`config.mk`:
```
export PLATFORM = sky130hd
export DESIGN_NAME = chinese_wall_access_check_core
export DESIGN_NICKNAME = d
export VERILOG_FILES = /design/src/hw/rtl/cwac_pkg.sv /design/src/hw/rtl/chinese_wall_access_check_core.sv
export VERILOG_INCLUDE_DIRS = /design/src /design/src/hw/rtl
export SDC_FILE = /design/constraint.sdc
export NUM_CORES = 1
export LEC_CHECK = 0
export ABC_CLOCK_PERIOD_IN_PS = 3500
export BUFFER_PORTS_ARGS = -buffer_cell sky130_fd_sc_hd__buf_2
export CORE_MARGIN = 2
export CORE_UTILIZATION = 54
export DETAILED_ROUTE_END_ITERATION = 8
export GPL_ROUTABILITY_DRIVEN = 0
export PLACE_DENSITY_LB_ADDON = 0.08
export SLEW_MARGIN = 15
export SYNTH_ARGS = -nofsm -noshare
export SYNTH_HDL_FRONTEND = slang
export SYNTH_SLANG_ARGS = --single-unit
export TNS_END_PERCENT = 100
```
`constraint.sdc`:
```
create_clock -name clk -period 3.5 [get_ports clk]
set_input_delay 0.525 -clock clk [delete_from_list [all_inputs] [get_ports clk]]
set_output_delay 0.525 -clock clk [all_outputs]
set_load 0.005 [all_outputs]
```
`src/hw/rtl/chinese_wall_access_check_core_assert.svh`:
```
// ----------------------------------------------------------------------------
// chinese wall access check: assertion macros
// clocked on clk, disabled while arst_n is low; empty for synthesis
// ----------------------------------------------------------------------------
`ifndef CHINESE_WALL_ACCESS_CHECK_CORE_ASSERT_SVH
`define CHINESE_WALL_ACCESS_CHECK_CORE_ASSERT_SVH

`ifndef SYNTHESIS
// plain property check
`define CWAC_ASSERT(lbl, prop, msg) \
	lbl: assert property (@(posedge clk) disable iff (!arst_n) (prop)) else $error(msg);
// same-cycle implication
`define CWAC_ASSERT_IMP(lbl, ante, cons, msg) \
	`CWAC_ASSERT(lbl, (ante) |-> (cons), msg)
// next-cycle implication
`define CWAC_ASSERT_NXT(lbl, ante, cons, msg) \
	`CWAC_ASSERT(lbl, (ante) |=> (cons), msg)
`else
`define CWAC_ASSERT(lbl, prop, msg)
`define CWAC_ASSERT_IMP(lbl, ante, cons, msg)
`define CWAC_ASSERT_NXT(lbl, ante, cons, msg)
`endif

`endif

```
`src/hw/rtl/cwac_pkg.sv`:
```
// ----------------------------------------------------------------------------
// cwac_pkg
// types and fixed sizes of the chinese wall access checker
// ----------------------------------------------------------------------------
package cwac_pkg;

	// table sizes
	localparam int SUBJECT_COUNT = 8;
	localparam int OBJECT_COUNT  = 16;
	localparam int FIRM_COUNT    = 8;

	localparam int SUBJ_W  = 3;
	localparam int OBJ_W   = 4;
	localparam int FIRM_W  = 3;
	localparam int NSUBJ_W = 4;
	localparam int NOBJ_W  = 5;

	// request kinds
	typedef enum logic [1:0] {
		KIND_CLEAR = 2'd0,
		KIND_READ  = 2'd1,
		KIND_WRITE = 2'd2
	} kind_t;

	// result codes
	typedef enum logic [1:0] {
		STATUS_REFUSED = 2'd0,
		STATUS_GRANTED = 2'd1,
		STATUS_INVALID = 2'd2,
		STATUS_CLEARED = 2'd3
	} status_t;

	// register map index (byte address / 8)
	typedef enum logic [1:0] {
		REG_OWNER    = 2'd0,
		REG_CONFLICT = 2'd1,
		REG_SUBJECTS = 2'd2,
		REG_OBJECTS  = 2'd3
	} reg_idx_t;

	// sequencer states
	typedef enum logic [1:0] {
		S_IDLE,
		S_SCAN,
		S_DONE
	} state_t;

endpackage

```
`src/hw/rtl/chinese_wall_access_check_core.sv`:
```
// ----------------------------------------------------------------------------
// chinese_wall_access_check_core
// brewer-nash access checker with per-subject history rows
// ----------------------------------------------------------------------------
// Usage:
//   Request channel: drive kind, subject and object with start high; the
//   word is taken at the clock edge where start is high and busy is low.
//   Result channel: done pulses for one cycle with status valid; the
//   receiver cannot stall, so it must sample status whenever done is high.
//   Config: APB-style, 64-bit data, registers at byte addresses 0, 8, 16, 24
//   (owner table, conflict matrix, subjects in use, objects in use); write
//   only while busy is low. pready is tied high.
// Sequencing:
//   clear, invalid index and unknown kind: done in the cycle after accept;
//   the next word is taken once the sequencer is back in idle after done.
//   read/write: one checker step per object in use, in index order over the
//   history row; a grant shows done after the last step, and a refusal ends
//   at the first conflicting entry. No new word is taken until the result
//   is done. The scan loop over the history row sets the rate.
// Reset:
//   history is cleared, owner table and conflict matrix zero, subjects in
//   use 8, objects in use 16; the sequencer returns to idle.
// ----------------------------------------------------------------------------
`include "chinese_wall_access_check_core_assert.svh"

module chinese_wall_access_check_core
	import cwac_pkg::*;
(
	input  logic        clk,
	input  logic        arst_n,
	// request
	input  logic        start,
	output logic        busy,
	input  logic [1:0]  kind,
	input  logic [2:0]  subject,
	input  logic [3:0]  object,
	// result
	output logic        done,
	output logic [1:0]  status,
	// config
	input  logic        psel,
	input  logic        penable,
	input  logic        pwrite,
	input  logic [4:0]  paddr,
	input  logic [63:0] pwdata,
	output logic [63:0] prdata,
	output logic        pready
);

	// config registers
	logic [47:0]        owner_q;
	logic [63:0]        conflict_q;
	logic [NSUBJ_W-1:0] subjects_q;
	logic [NOBJ_W-1:0]  objects_q;

	// history rows
	logic [OBJECT_COUNT-1:0] hist_q [SUBJECT_COUNT];

	// per-request working registers
	state_t                  state_q, state_d;
	logic [SUBJ_W-1:0]       subj_q;
	logic [OBJ_W-1:0]        obj_q;
	logic [FIRM_W-1:0]       firm_q;
	logic [OBJECT_COUNT-1:0] row_q;
	logic [OBJ_W-1:0]        idx_q;
	status_t                 status_q;

	logic               cfg_wr;
	reg_idx_t           cfg_idx;
	logic [NSUBJ_W-1:0] n_subj;
	logic [NOBJ_W-1:0]  n_obj;
	logic               req_bad;
	logic               accept;
	logic               hit;
	logic               last;
	logic [FIRM_W-1:0]  firm_cur;
	logic [FIRM_W-1:0]  firm_req;
	logic               hist_clear;
	logic               hist_set;

	// config port
	assign pready  = 1'b1;
	assign cfg_wr  = psel && penable && pwrite && pready;
	assign cfg_idx = reg_idx_t'(paddr[4:3]);

	always_ff @(posedge clk or negedge arst_n) begin
		if (!arst_n) begin
			owner_q    <= '0;
			conflict_q <= '0;
			subjects_q <= NSUBJ_W'(SUBJECT_COUNT);
			objects_q  <= NOBJ_W'(OBJECT_COUNT);
		end else if (cfg_wr) begin
			case (cfg_idx)
				REG_OWNER:    owner_q    <= pwdata[47:0];
				REG_CONFLICT: conflict_q <= pwdata;
				REG_SUBJECTS: subjects_q <= pwdata[NSUBJ_W-1:0];
				REG_OBJECTS:  objects_q  <= pwdata[NOBJ_W-1:0];
				default: ;
			endcase
		end
	end

	// register readback
	always_comb begin
		case (cfg_idx)
			REG_OWNER:    prdata = {16'd0, owner_q};
			REG_CONFLICT: prdata = conflict_q;
			REG_SUBJECTS: prdata = {{(64-NSUBJ_W){1'b0}}, subjects_q};
			REG_OBJECTS:  prdata = {{(64-NOBJ_W){1'b0}}, objects_q};
			default:      prdata = '0;
		endcase
	end

	// counts in use, capped at table sizes
	assign n_subj = (subjects_q > NSUBJ_W'(SUBJECT_COUNT)) ? NSUBJ_W'(SUBJECT_COUNT)
	                                                       : subjects_q;
	assign n_obj  = (objects_q > NOBJ_W'(OBJECT_COUNT)) ? NOBJ_W'(OBJECT_COUNT)
	                                                    : objects_q;
	assign req_bad = ({1'b0, subject} >= n_subj) || ({1'b0, object} >= n_obj);

	// owner lookups: requested object and current scan entry
	assign firm_req = owner_q[object * FIRM_W +: FIRM_W];
	assign firm_cur = owner_q[idx_q * FIRM_W +: FIRM_W];

	// shared check unit: one history entry per cycle
	// every 3-bit firm is below FIRM_COUNT, so no range gate is needed
	assign hit  = row_q[idx_q] && (firm_cur != firm_q) && conflict_q[{firm_q, firm_cur}];
	assign last = ({1'b0, idx_q} == (n_obj - NOBJ_W'(1)));

	// next state
	always_comb begin
		state_d = state_q;
		case (state_q)
			S_IDLE: begin
				if (start) begin
					if (kind == KIND_READ || kind == KIND_WRITE) begin
						state_d = req_bad ? S_DONE : S_SCAN;
					end else begin
						state_d = S_DONE;
					end
				end
			end
			S_SCAN: begin
				if (hit || last) state_d = S_DONE;
			end
			S_DONE:  state_d = S_IDLE;
			default: state_d = S_IDLE;
		endcase
	end

	// sequencer outputs
	always_comb begin
		busy       = (state_q != S_IDLE);
		done       = (state_q == S_DONE);
		accept     = start && (state_q == S_IDLE);
		hist_clear = accept && (kind == KIND_CLEAR);
		hist_set   = (state_q == S_SCAN) && !hit && last;
	end

	assign status = status_q;

	always_ff @(posedge clk or negedge arst_n) begin
		if (!arst_n) begin
			state_q <= S_IDLE;
		end else begin
			state_q <= state_d;
		end
	end

	// request capture and scan index
	always_ff @(posedge clk or negedge arst_n) begin
		if (!arst_n) begin
			idx_q    <= '0;
			status_q <= STATUS_INVALID;
		end else if (accept) begin
			idx_q <= '0;
			case (kind)
				KIND_CLEAR: status_q <= STATUS_CLEARED;
				KIND_READ,
				KIND_WRITE: status_q <= STATUS_INVALID;
				default:    status_q <= STATUS_INVALID;
			endcase
		end else if (state_q == S_SCAN) begin
			idx_q <= idx_q + OBJ_W'(1);
			if (hit) begin
				status_q <= STATUS_REFUSED;
			end else if (last) begin
				status_q <= STATUS_GRANTED;
			end
		end
	end

	// payload of the accepted word
	always_ff @(posedge clk) begin
		if (accept) begin
			subj_q <= subject;
			obj_q  <= object;
			firm_q <= firm_req;
			row_q  <= hist_q[subject];
		end
	end

	// history rows: clear all, or record a grant
	always_ff @(posedge clk or negedge arst_n) begin
		if (!arst_n) begin
			for (int s = 0; s < SUBJECT_COUNT; s++) hist_q[s] <= '0;
		end else if (hist_clear) begin
			for (int s = 0; s < SUBJECT_COUNT; s++) hist_q[s] <= '0;
		end else if (hist_set) begin
			hist_q[subj_q] <= row_q | (OBJECT_COUNT'(1) << obj_q);
		end
	end

	// checks
	`CWAC_ASSERT_NXT(a_done_pulse, done, !done, "done held longer than one cycle")
	`CWAC_ASSERT_NXT(a_accept_busy, start && !busy, busy, "accepted word did not raise busy")
	`CWAC_ASSERT_IMP(a_scan_range, state_q == S_SCAN, NOBJ_W'(idx_q) < n_obj,
		"scan index ran past objects in use")
	`CWAC_ASSERT_IMP(a_grant_recorded, done && status_q == STATUS_GRANTED,
		hist_q[subj_q][obj_q], "grant not recorded in history")
	`CWAC_ASSERT_IMP(a_refuse_from_scan, done && status_q == STATUS_REFUSED,
		$past(state_q) == S_SCAN, "refusal without a scan")

endmodule

```
Word level (Yosys, flattened, before mapping)

Cells that the tools add are included.

Register bits after elaboration: 283
Input port bits: 84
Output and inout port bits: 69
Word-level logic and storage cells: 102

Add/sub/neg operators: 2
Multipliers: 2
Order comparisons: 9
Equality and inequality tests: 11
Shift operators: 3
Muxes and demuxes: 27
Bitwise gates (word level): 3
Reduce and logical (&&, ||, !) cells: 26

Operator list:

| operator                                            | number |
|---|---|
| two-way mux 128 bit                                 | 2 |
| one-hot mux 64 bit (4 select lines)                 | 1 |
| bitwise mux 128 bit                                 | 1 |
| variable part select 48 x 7 -> 3 bit                | 2 |
| binary-select mux 16 bit (select 3 bit)             | 1 |
| demux 16 bit (select 3 bit)                         | 1 |
| two-way mux 16 bit                                  | 3 |
| two-way mux 2 bit                                   | 8 |
| bitwise OR 16 bit                                   | 1 |
| left shift 1 x 4 -> 16 bit, first input constant    | 1 |
| multiplier 4 x 2 -> 6 bit, second input constant    | 2 |
| two-way mux 4 bit                                   | 3 |
| AND reduction 2 bit                                 | 6 |
| logical AND 1 bit                                   | 9 |
| equality test 2 bit, second input constant          | 4 |
| >= comparator 4 bit, second input constant          | 2 |
| inverter 3 -> 4 bit                                 | 2 |
| < comparator 6 x 7 -> 1 bit, second input constant  | 1 |
| binary-select mux 1 bit (select 6 bit)              | 1 |
| equality test 2 x 1 -> 1 bit, second input constant | 3 |
| zero test 2 bit                                     | 3 |
| nonzero test 2 bit                                  | 3 |
| equality test 4 x 5 -> 1 bit                        | 1 |
| >= comparator 4 x 5 -> 1 bit                        | 1 |
| other kinds (16)                                    | 21 |

Longest topological paths before layout

Gate-level depths: netlist (run 1).

Depth in word-level cells: 10
Gate-level depth with buffers: 16
Mapped depth without buffers: 11

Worst setup path before layout (run 1)

OpenSTA, ideal clock, no wires.

Path kind: reg-to-reg
Start point: register idx_q[0]
End point: register hist_q[101] (netlist bit)
Setup time: 147 ps
Arrival time: 3418 ps
Data required time: 3353 ps
Slack: -64 ps
Stages on the path, launching flop included: 16
Buffers on the path: 5
Clock period less this slack: 3564 ps
Cell sequence: dfrtp_1 -> buf_6 -> buf_6 -> mux2i_1 -> a22o_1 -> or3_1 -> clkbuf_1 -> nand2_2 -> mux4_2 -> and3_1 -> or4_4 -> nand4_4 -> buf_12 -> nand4_4 -> buf_6 -> mux2i_1

Longest elaborated chain between the ends: 9
Elaborated cells on any way between the ends: 14
Classes of those cells: mul: 1; eq/ne: 2; shift: 1; mux: 4; reduce/logical: 6

Ends and longest elaborated chain:

| item                                                                         | line                                  | RTL |
|---|---|---|
| start: declaration                                                           | chinese_wall_access_check_core.sv:65  | `logic [OBJ_W-1:0] idx_q;` |
| start signal: assignment                                                     | chinese_wall_access_check_core.sv:184 | `idx_q <= idx_q + OBJ_W'(1);` |
| multiplier 4 x 2 -> 6 bit                                                    | chinese_wall_access_check_core.sv:123 | `assign firm_cur = owner_q[idx_q * FIRM_W +: FIRM_W];` |
| variable part select 48 x 7 -> 3 bit                                         | chinese_wall_access_check_core.sv:123 |  |
| binary-select mux 1 bit (select 6 bit) or != test 3 bit (tied branches)      | chinese_wall_access_check_core.sv:127 | `assign hit = row_q[idx_q] && (firm_cur != firm_q) && conflict_q[{firm_q, firm_cur}];` |
| two-way mux 1 bit (not written as such) or logical AND 1 bit (tied branches) | chinese_wall_access_check_core.sv:127 |  |
| logical AND 1 bit                                                            | chinese_wall_access_check_core.sv:127 |  |
| zero test 1 bit                                                              | chinese_wall_access_check_core.sv:157 | `hist_set = (state_q == S_SCAN) && !hit && last;` |
| logical AND 1 bit                                                            | chinese_wall_access_check_core.sv:157 |  |
| logical AND 1 bit (*)                                                        | chinese_wall_access_check_core.sv:157 |  |
| nonzero test 2 bit (no source line) (*)                                      | --                                    |  |
| end signal: indexed assignment                                               | chinese_wall_access_check_core.sv:210 | `hist_q[subj_q] <= row_q \| (OBJECT_COUNT'(1) << obj_q);` |
| end: declaration                                                             | chinese_wall_access_check_core.sv:57  | `logic [OBJECT_COUNT-1:0] hist_q [SUBJECT_COUNT];` |

Mark *: on every way between the ends. The rest lies on a longest branch, timed or not. The select of a mux whose other input is x is not followed.
A chain may end at the register's enable or synchronous reset.

Worst setup path after layout (run 1)

Start point: register idx_q[0]
End point: register hist_q[76] (netlist bit)

The elaborated chain is that of the path after synthesis.

==> results.ini, run 1 <==
[power_and_ir_drop]
combinationalPowerShare_pct=37.7
leakagePower_nw=8.99
power.density_nw_per_um2=740
vdd_drop_max_mv=0.477
p_sw_share_pct=33.7
seq_power_share_pct=37.3
p_switching_mw=4.51
pwr-share-clk_pct=25.1
internal_power_mw=8.90

[cts]
cts_max_level=1
insertion_delay_ns=0.56
cts_buffers=30
cts-root-buf=clkbuf_16
cts_buffer_depth=3
clock-sinks=283
cts_tree=built
clkTransAtPathRegs_ns=0.07
hold_buffers=0

[synthesis]
synth_area_leaders=dfrtp_1 (42%), mux2i_1 (13%), mux2_2 (10%)
syn_nets=1283
async_flop_share_pct=90.8
yosys.area.top_type_share_pct=42.3
yosys_warnings=0
synth_commonest_cells=dfrtp_1 (254), mux2i_1 (202), nand2_1 (147), mux2_2 (136), mux4_2 (66)
synth_top_flop_cell=dfrtp_1
synthMostInstantiatedCell=dfrtp_1
synth_seq_cells=283
syn_inst=1189
postSynthAreaPerCell_um2=12.6
yosysSeqAreaShare_pct=48.0
synth-edff-count=26
yosys.area.top_type=dfrtp_1
yosys.cell_types.count=63
synth_area_um2=15000

[floorplan]
dieWidth_um=171
core-area_um2=27600
dieArea_um2=29200
die_h_um=171
pin_count=153
initial_utilization_pct=54.4
rows=61

[job]
maxCapViolCount=0

[worst_setup_path]
arrival_ns=4.15
path_cells=buf_12, buf_12, mux4_2, a211oi_2, a21oi_2, mux4_2, and3_4, or4_4, nand4_4, buf_12, nand4_4, buf_12, mux2i_1
critical_path_class=reg -> reg
startpoint_type=register
worst_setup_path_end_kind=register
cp_slowest_cell=or4_4
critPathMaxFanout=9
slowest_delay_ns=0.54
cp_common_cell=buf_12
cp_data_required_time_ns=3.89

[cells_and_area]
final_core_util_pct=65.6
fillers=2169
diodes=0
area_delta_synth_final_pct=20.5
drive_above_1_share_pct=38.0
nNetsFinal=1495
design_area_um2=18100
instances_no_fill=1803

[routing]
drc=0
antenna_left=0
wire_per_inst_um=21.8
firstDrtPassIters=7
drt_wl_total_um=39300
via_count=10600
viasPerCell=5.85
first_iter_violations=690

[place]
io_buffers=148
place_inst=1744
dp_slack_ns=-0.320
placed_area_um2=17000
place_hpwl_um=27300

[global_route]
grt-ovfl-total=0
grt_pass1_wl_um=61000
track_usage_pct=27.3
grt_pass1_vias=10800
grt_max_degree=97
antenna_found_initial=0

[sta]
fin_ws_ns=-0.254
setup_violations=130
min_period_ns=3.75
fmax_mhz=266
grt_setup_unrepaired=yes
skew_ns=0.0102
fin_crit_sh_pct=107
relSlewSlack_pct=38.9
worst_pin_slew_ns=0.912
timing.hold.ws_ns=-0.0252
hold_violations=4
drv_slew=0

[hold_path]
min_path_type=in -> async

[run_status]
violations=hold timing, setup timing
status=finished, violations left

==> state kept, by name, indices dropped and copies added, names as in the netlist, 3 cells and up <==
register and cells:
conflict_q 64, objects_q 5, hist_q 128, subj_q 3, owner_q 48, subjects_q 4, firm_q 3, row_q 16
obj_q 4, idx_q 4
==> worst max-delay path, delay by kind of cell (launching register included) <==
family | cells | cell delay, ns
flip-flops | 1 | 0.39
AO/OA/AOI/OAI | 2 | 0.39
AND/OR/NAND/NOR | 4 | 0.98
multiplexers | 3 | 1.16
buffers and inverters | 4 | 0.63
==> final timing paths <==
check,startpoint,end,slack (ns),depth (start not counted)
min in group clk,pwdata[53],conflict_q[53],0.19,3
setup reg to reg,idx_q[0],hist_q[76],-0.25,13
hold / removal,arst_n,owner_q[25],-0.03,1
hold reg to reg,status[1],status[1],0.52,2
setup / recovery,idx_q[0],hist_q[76],-0.25,13
max in group asynchronous,arst_n,hist_q[99],2.48,2
==> layout make-up <==
cell class	instances	area [µm²]	area share, %
Sequential cell	283	7220	39.8
Clock inverter	14	205	1.13
Tap cell	378	473	2.61
Timing Repair Buffer	259	1900	10.5
Multi-Input combinational cell	812	7440	41.0
Inverter	15	56.3	0.311
Clock buffer	42	837	4.62
==> cell usage in the layout (no fill, tap or decap), drive strengths merged, types with 10 or more instances in the layout <==
cell | synthesis | routed
buf | 27 | 259
dfrtp | 254 | 254
mux2i | 203 | 203
nand2 | 148 | 148
mux2 | 137 | 137
mux4 | 66 | 66
nor2 | 61 | 61
clkbuf | 52 | 42
edfxtp | 26 | 26
a21oi | 21 | 21
and2 | 18 | 18
nor3 | 16 | 16
inv | 15 | 15
nor2b | 14 | 14
o21ai | 12 | 12
nand4 | 12 | 12
nand2b | 10 | 10
ha | 10 | 10
==> metal layers <==
metal	vias up	track usage [%]	share of wire, %
met5	-	0	0
met4	0	9.43	3.6
met3	79	3.10	4.4
met2	282	48.7	51
met1	5427	34.7	41
li1	4767	-	-
==> power groups by stage <==
stage	logic, mW	registers, mW	clock network [mW]
CTS	5.01	4.99	3.43
detailed placement	4.94	5.03	0
global route	5.44	5.11	3.55
global placement	4.85	4.99	0
floorplan	3.25	4.78	0
finish	5.05	5.00	3.36
==> kinds of logic after synthesis <==
| kind of cell | synth area share [%] |
|---|---|
| buffers and inverters | 3.04 |
| adder cells (fa/ha/maj) | 0.832 |
| multiplexers | 33.7 |
| AO/OA/AOI/OAI | 3.93 |
| flip-flops | 48.0 |
| other | 0.0249 |
| XOR/XNOR | 0.524 |
| AND/OR/NAND/NOR | 9.95 |
==> repair_timing <==
action	in CTS	in global routing
pin swaps	2	1
setup buffers	1	2
setup endpoints to repair	129	132
gates resized for setup	3	8
==> stage by stage <==
stage          power [mW]  setup TNS (ns)
4_1_cts              13.4          -32.77
2_1_floorplan        8.03               0
3_5_place_dp         9.98          -37.37
6_report             13.4          -28.53
5_1_grt              14.1          -38.82
3_3_place_gp         9.84          -34.79
Note: power is estimated with default switching activity, not from simulation.
==> inputs of run 2 (changes only) <==
==> constraint.sdc (replaced) <==
create_clock -name clk -period 3.5 [get_ports clk]
set_input_delay 0.35 -clock clk [delete_from_list [all_inputs] [get_ports clk]]
set_output_delay 0.35 -clock clk [all_outputs]
set_load 0.05 [all_outputs]
==> run 2 against run 1 <==
The run ends with setup timing left; clock power rose by 6.5%; critical endpoint is now hist_q[39]; clock-buffer cell count did not move; cell count rose by 0.55%; fmax rose by 2.3%; worst setup slack improved by 0.086 ns; wire length fell by 0.64%; power rose by 6.3%.
==> results.ini, run 2 (synthesized netlist as in run 1, its figures left out) <==
[place]
dp_slack_ns=-0.248  ; +0.0716 ns
placed_area_um2=16900  ; -0.54%
place_inst=1740  ; -0.23%
place_hpwl_um=27000  ; -1.0%
io_buffers=148  ; unchanged

[hold_path]
hold_start=pwdata[14]
min_to=conflict_q[14]
min_path_type=in -> reg
holdPathStages=3

[sta]
hold_violations=0  ; -4
worst_pin_slew_ns=0.830  ; -0.0821 ns
min_period_ns=3.67  ; -0.0861 ns
setup_violations=130  ; unchanged
timing.hold.ws_ns=0.0716  ; +0.0968 ns
relSlewSlack_pct=44.7  ; +5.8 points
grt_setup_unrepaired=yes
drv_slew=0  ; unchanged
fin_ws_ns=-0.168  ; +0.0861 ns
skew_ns=0.0213  ; +0.0111 ns
fin_crit_sh_pct=105  ; -2.5 points
fmax_mhz=273  ; +2.3%

[cts]
cts_buffer_depth=3  ; unchanged
cts_tree=built
cts_buffers=34  ; +13%
clkTransAtPathRegs_ns=0.06  ; about the same
insertion_delay_ns=0.51  ; -0.05 ns
cts-root-buf=clkbuf_16
cts_max_level=2  ; +1
clock-sinks=283  ; unchanged

[global_route]
grt_max_degree=98  ; +1.0%
grt_pass1_vias=10900  ; +1.2%
grt-ovfl-total=0  ; unchanged
track_usage_pct=27.4  ; +0.079 points
grt_pass1_wl_um=61300  ; +0.45%
antenna_found_initial=0  ; unchanged

[routing]
antenna_left=0  ; unchanged
first_iter_violations=694  ; +0.58%
firstDrtPassIters=5  ; -2
drt_wl_total_um=39100  ; -0.64%
via_count=10500  ; -0.076%
viasPerCell=5.82  ; -0.63%
wire_per_inst_um=21.5  ; -1.2%
drc=0  ; unchanged

[worst_setup_path]
cp_data_required_time_ns=3.84  ; -0.05 ns
critPathMaxFanout=8  ; -1
critical_path_class=reg -> reg
r2r-end=hist_q[39]
timing.rr.start=idx_q[0]
slowest_delay_ns=0.53  ; about the same
arrival_ns=4.01  ; -0.14 ns
path_cells=buf_12, mux4_2, nor2b_4, a211oi_2, a21oi_2, mux4_2, nor3b_2, or4_4, nand4_4, buf_12, buf_12, nand4_4, buf_12, mux2i_1
worst_setup_path_end_kind=register
reg2reg_slack_ns=-0.17  ; +0.09 ns
startpoint_type=register
cp_slowest_cell=or4_4
cp_common_cell=buf_12
ff2ff_path_depth=14  ; +1

[cells_and_area]
most-common-layout-cells=dfrtp_1 (254), mux2i_1 (198), buf_2 (147), nand2_1 (146), mux2_2 (136)
nNetsFinal=1504  ; +0.60%
fillers=2134  ; -1.6%
seqCellArea_um2=7220  ; about the same
regMostFlops=hist_q
design_area_um2=18300  ; +0.88%
largest_registers=hist_q: 128 flops, conflict_q: 64 flops, owner_q: 48 flops
multi_input_area_um2=7470  ; +0.42%
area_delta_synth_final_pct=21.6
instances_no_fill=1813  ; +0.55%
largest_register_ffs=128  ; unchanged
diodes=0  ; unchanged
drive_above_1_share_pct=38.7  ; +0.71 points
final_common_cell=dfrtp_1

[floorplan]
dieArea_um2=29200  ; unchanged
core-area_um2=27600  ; unchanged
rows=61  ; unchanged
die_h_um=171  ; unchanged
initial_utilization_pct=54.4  ; unchanged
pin_count=153  ; unchanged
dieWidth_um=171  ; unchanged

[job]
maxCapViolCount=0  ; unchanged

[power_and_ir_drop]
p_switching_mw=5.01  ; +11%
combinationalPowerShare_pct=39.8  ; +2.1 points
leakagePower_nw=9.09  ; +1.0%
pwr-share-clk_pct=25.1  ; about the same
seq_power_share_pct=35.1  ; -2.2 points
total_power_mw=14.3  ; +6.3%
vdd_drop_max_mv=0.573  ; +20%
power.density_nw_per_um2=779  ; +5.3%
internal_power_mw=9.24  ; +3.9%
p_sw_share_pct=35.2  ; +1.5 points

[run_status]
status=finished, violations left
violations=setup timing

==> run 2: changes by cell type in the layout (fill, tap and decap cells not counted), sizes merged <==
cell / previous run / this run
buf: 259 / 262
clkbuf: 42 / 43
clkinvlp: 3 / 0
dlygate4sd3: 0 / 1
clkinv: 6 / 13
inv: 15 / 16
==> run 2: metrics by stage <==
stage / setup TNS (ns) / utilization, %
after CTS: -14.77 / 65.9
after global placement: -26.30 / 61.3
after detailed placement: -26.46 / 61.3
final: -16.15 / 66.2
after global routing: -32.47 / 66.2
after floorplan: 0 / -
==> run 2: routing by layer <==
metal	wire length, µm	up-vias	GRT usage (%)
met5	0	-	0
met4	1140	0	8.66
met3	1470	67	3.56
met2	20100	257	48.2
met1	16400	5422	35.3
li1	-	4801	-
==> run 2: cell type report <==
type                       instances  share of cell area (%)
clock buffer                      42                    4.93
multi-input combinational        812                    40.9
timing repair buffer             264                    10.6
tap                              378                    2.59
sequential                       283                    39.5
inverter                          15                   0.308
clock inverter                    19                    1.22
==> run 2: worst max-delay path by stage <==
stage / startpoint / end / depth (start not counted)
after global routing: idx_q[0] / hist_q[38] / 14
after CTS: idx_q[0] / hist_q[37] / 14
after floorplan: idx_q[0] / hist_q[101] / 15
after global placement: idx_q[0] / hist_q[78] / 13
after detailed placement: idx_q[0] / hist_q[124] / 13
final: idx_q[0] / hist_q[39] / 14
==> run 2: power by group through the flow <==
stage	Clock, mW	Combinational, mW	Sequential [mW]
detailed placement	0	5.30	5.03
finish	3.58	5.68	5.00
global placement	0	5.21	5.00
CTS	3.64	5.51	4.99
floorplan	0	3.66	4.80
global route	3.77	6.11	5.11
==> run 2: worst max-delay path, delay by kind of cell, from the launching register on <==
family	cells	cell delay [ns]
compound gates	2	0.31
mux	3	1.11
flops	1	0.39
buf+inv	4	0.61
simple gates	5	1.06
==> run 2: what timing repair did <==
item                       CTS  global route
gates cloned                 1             0
pin swaps                    6             4
resized for setup           17            11
buffers inserted             6             4
hold buffers                 1             0
hold endpoints to repair    92             0
setup endpoints to repair  128           132
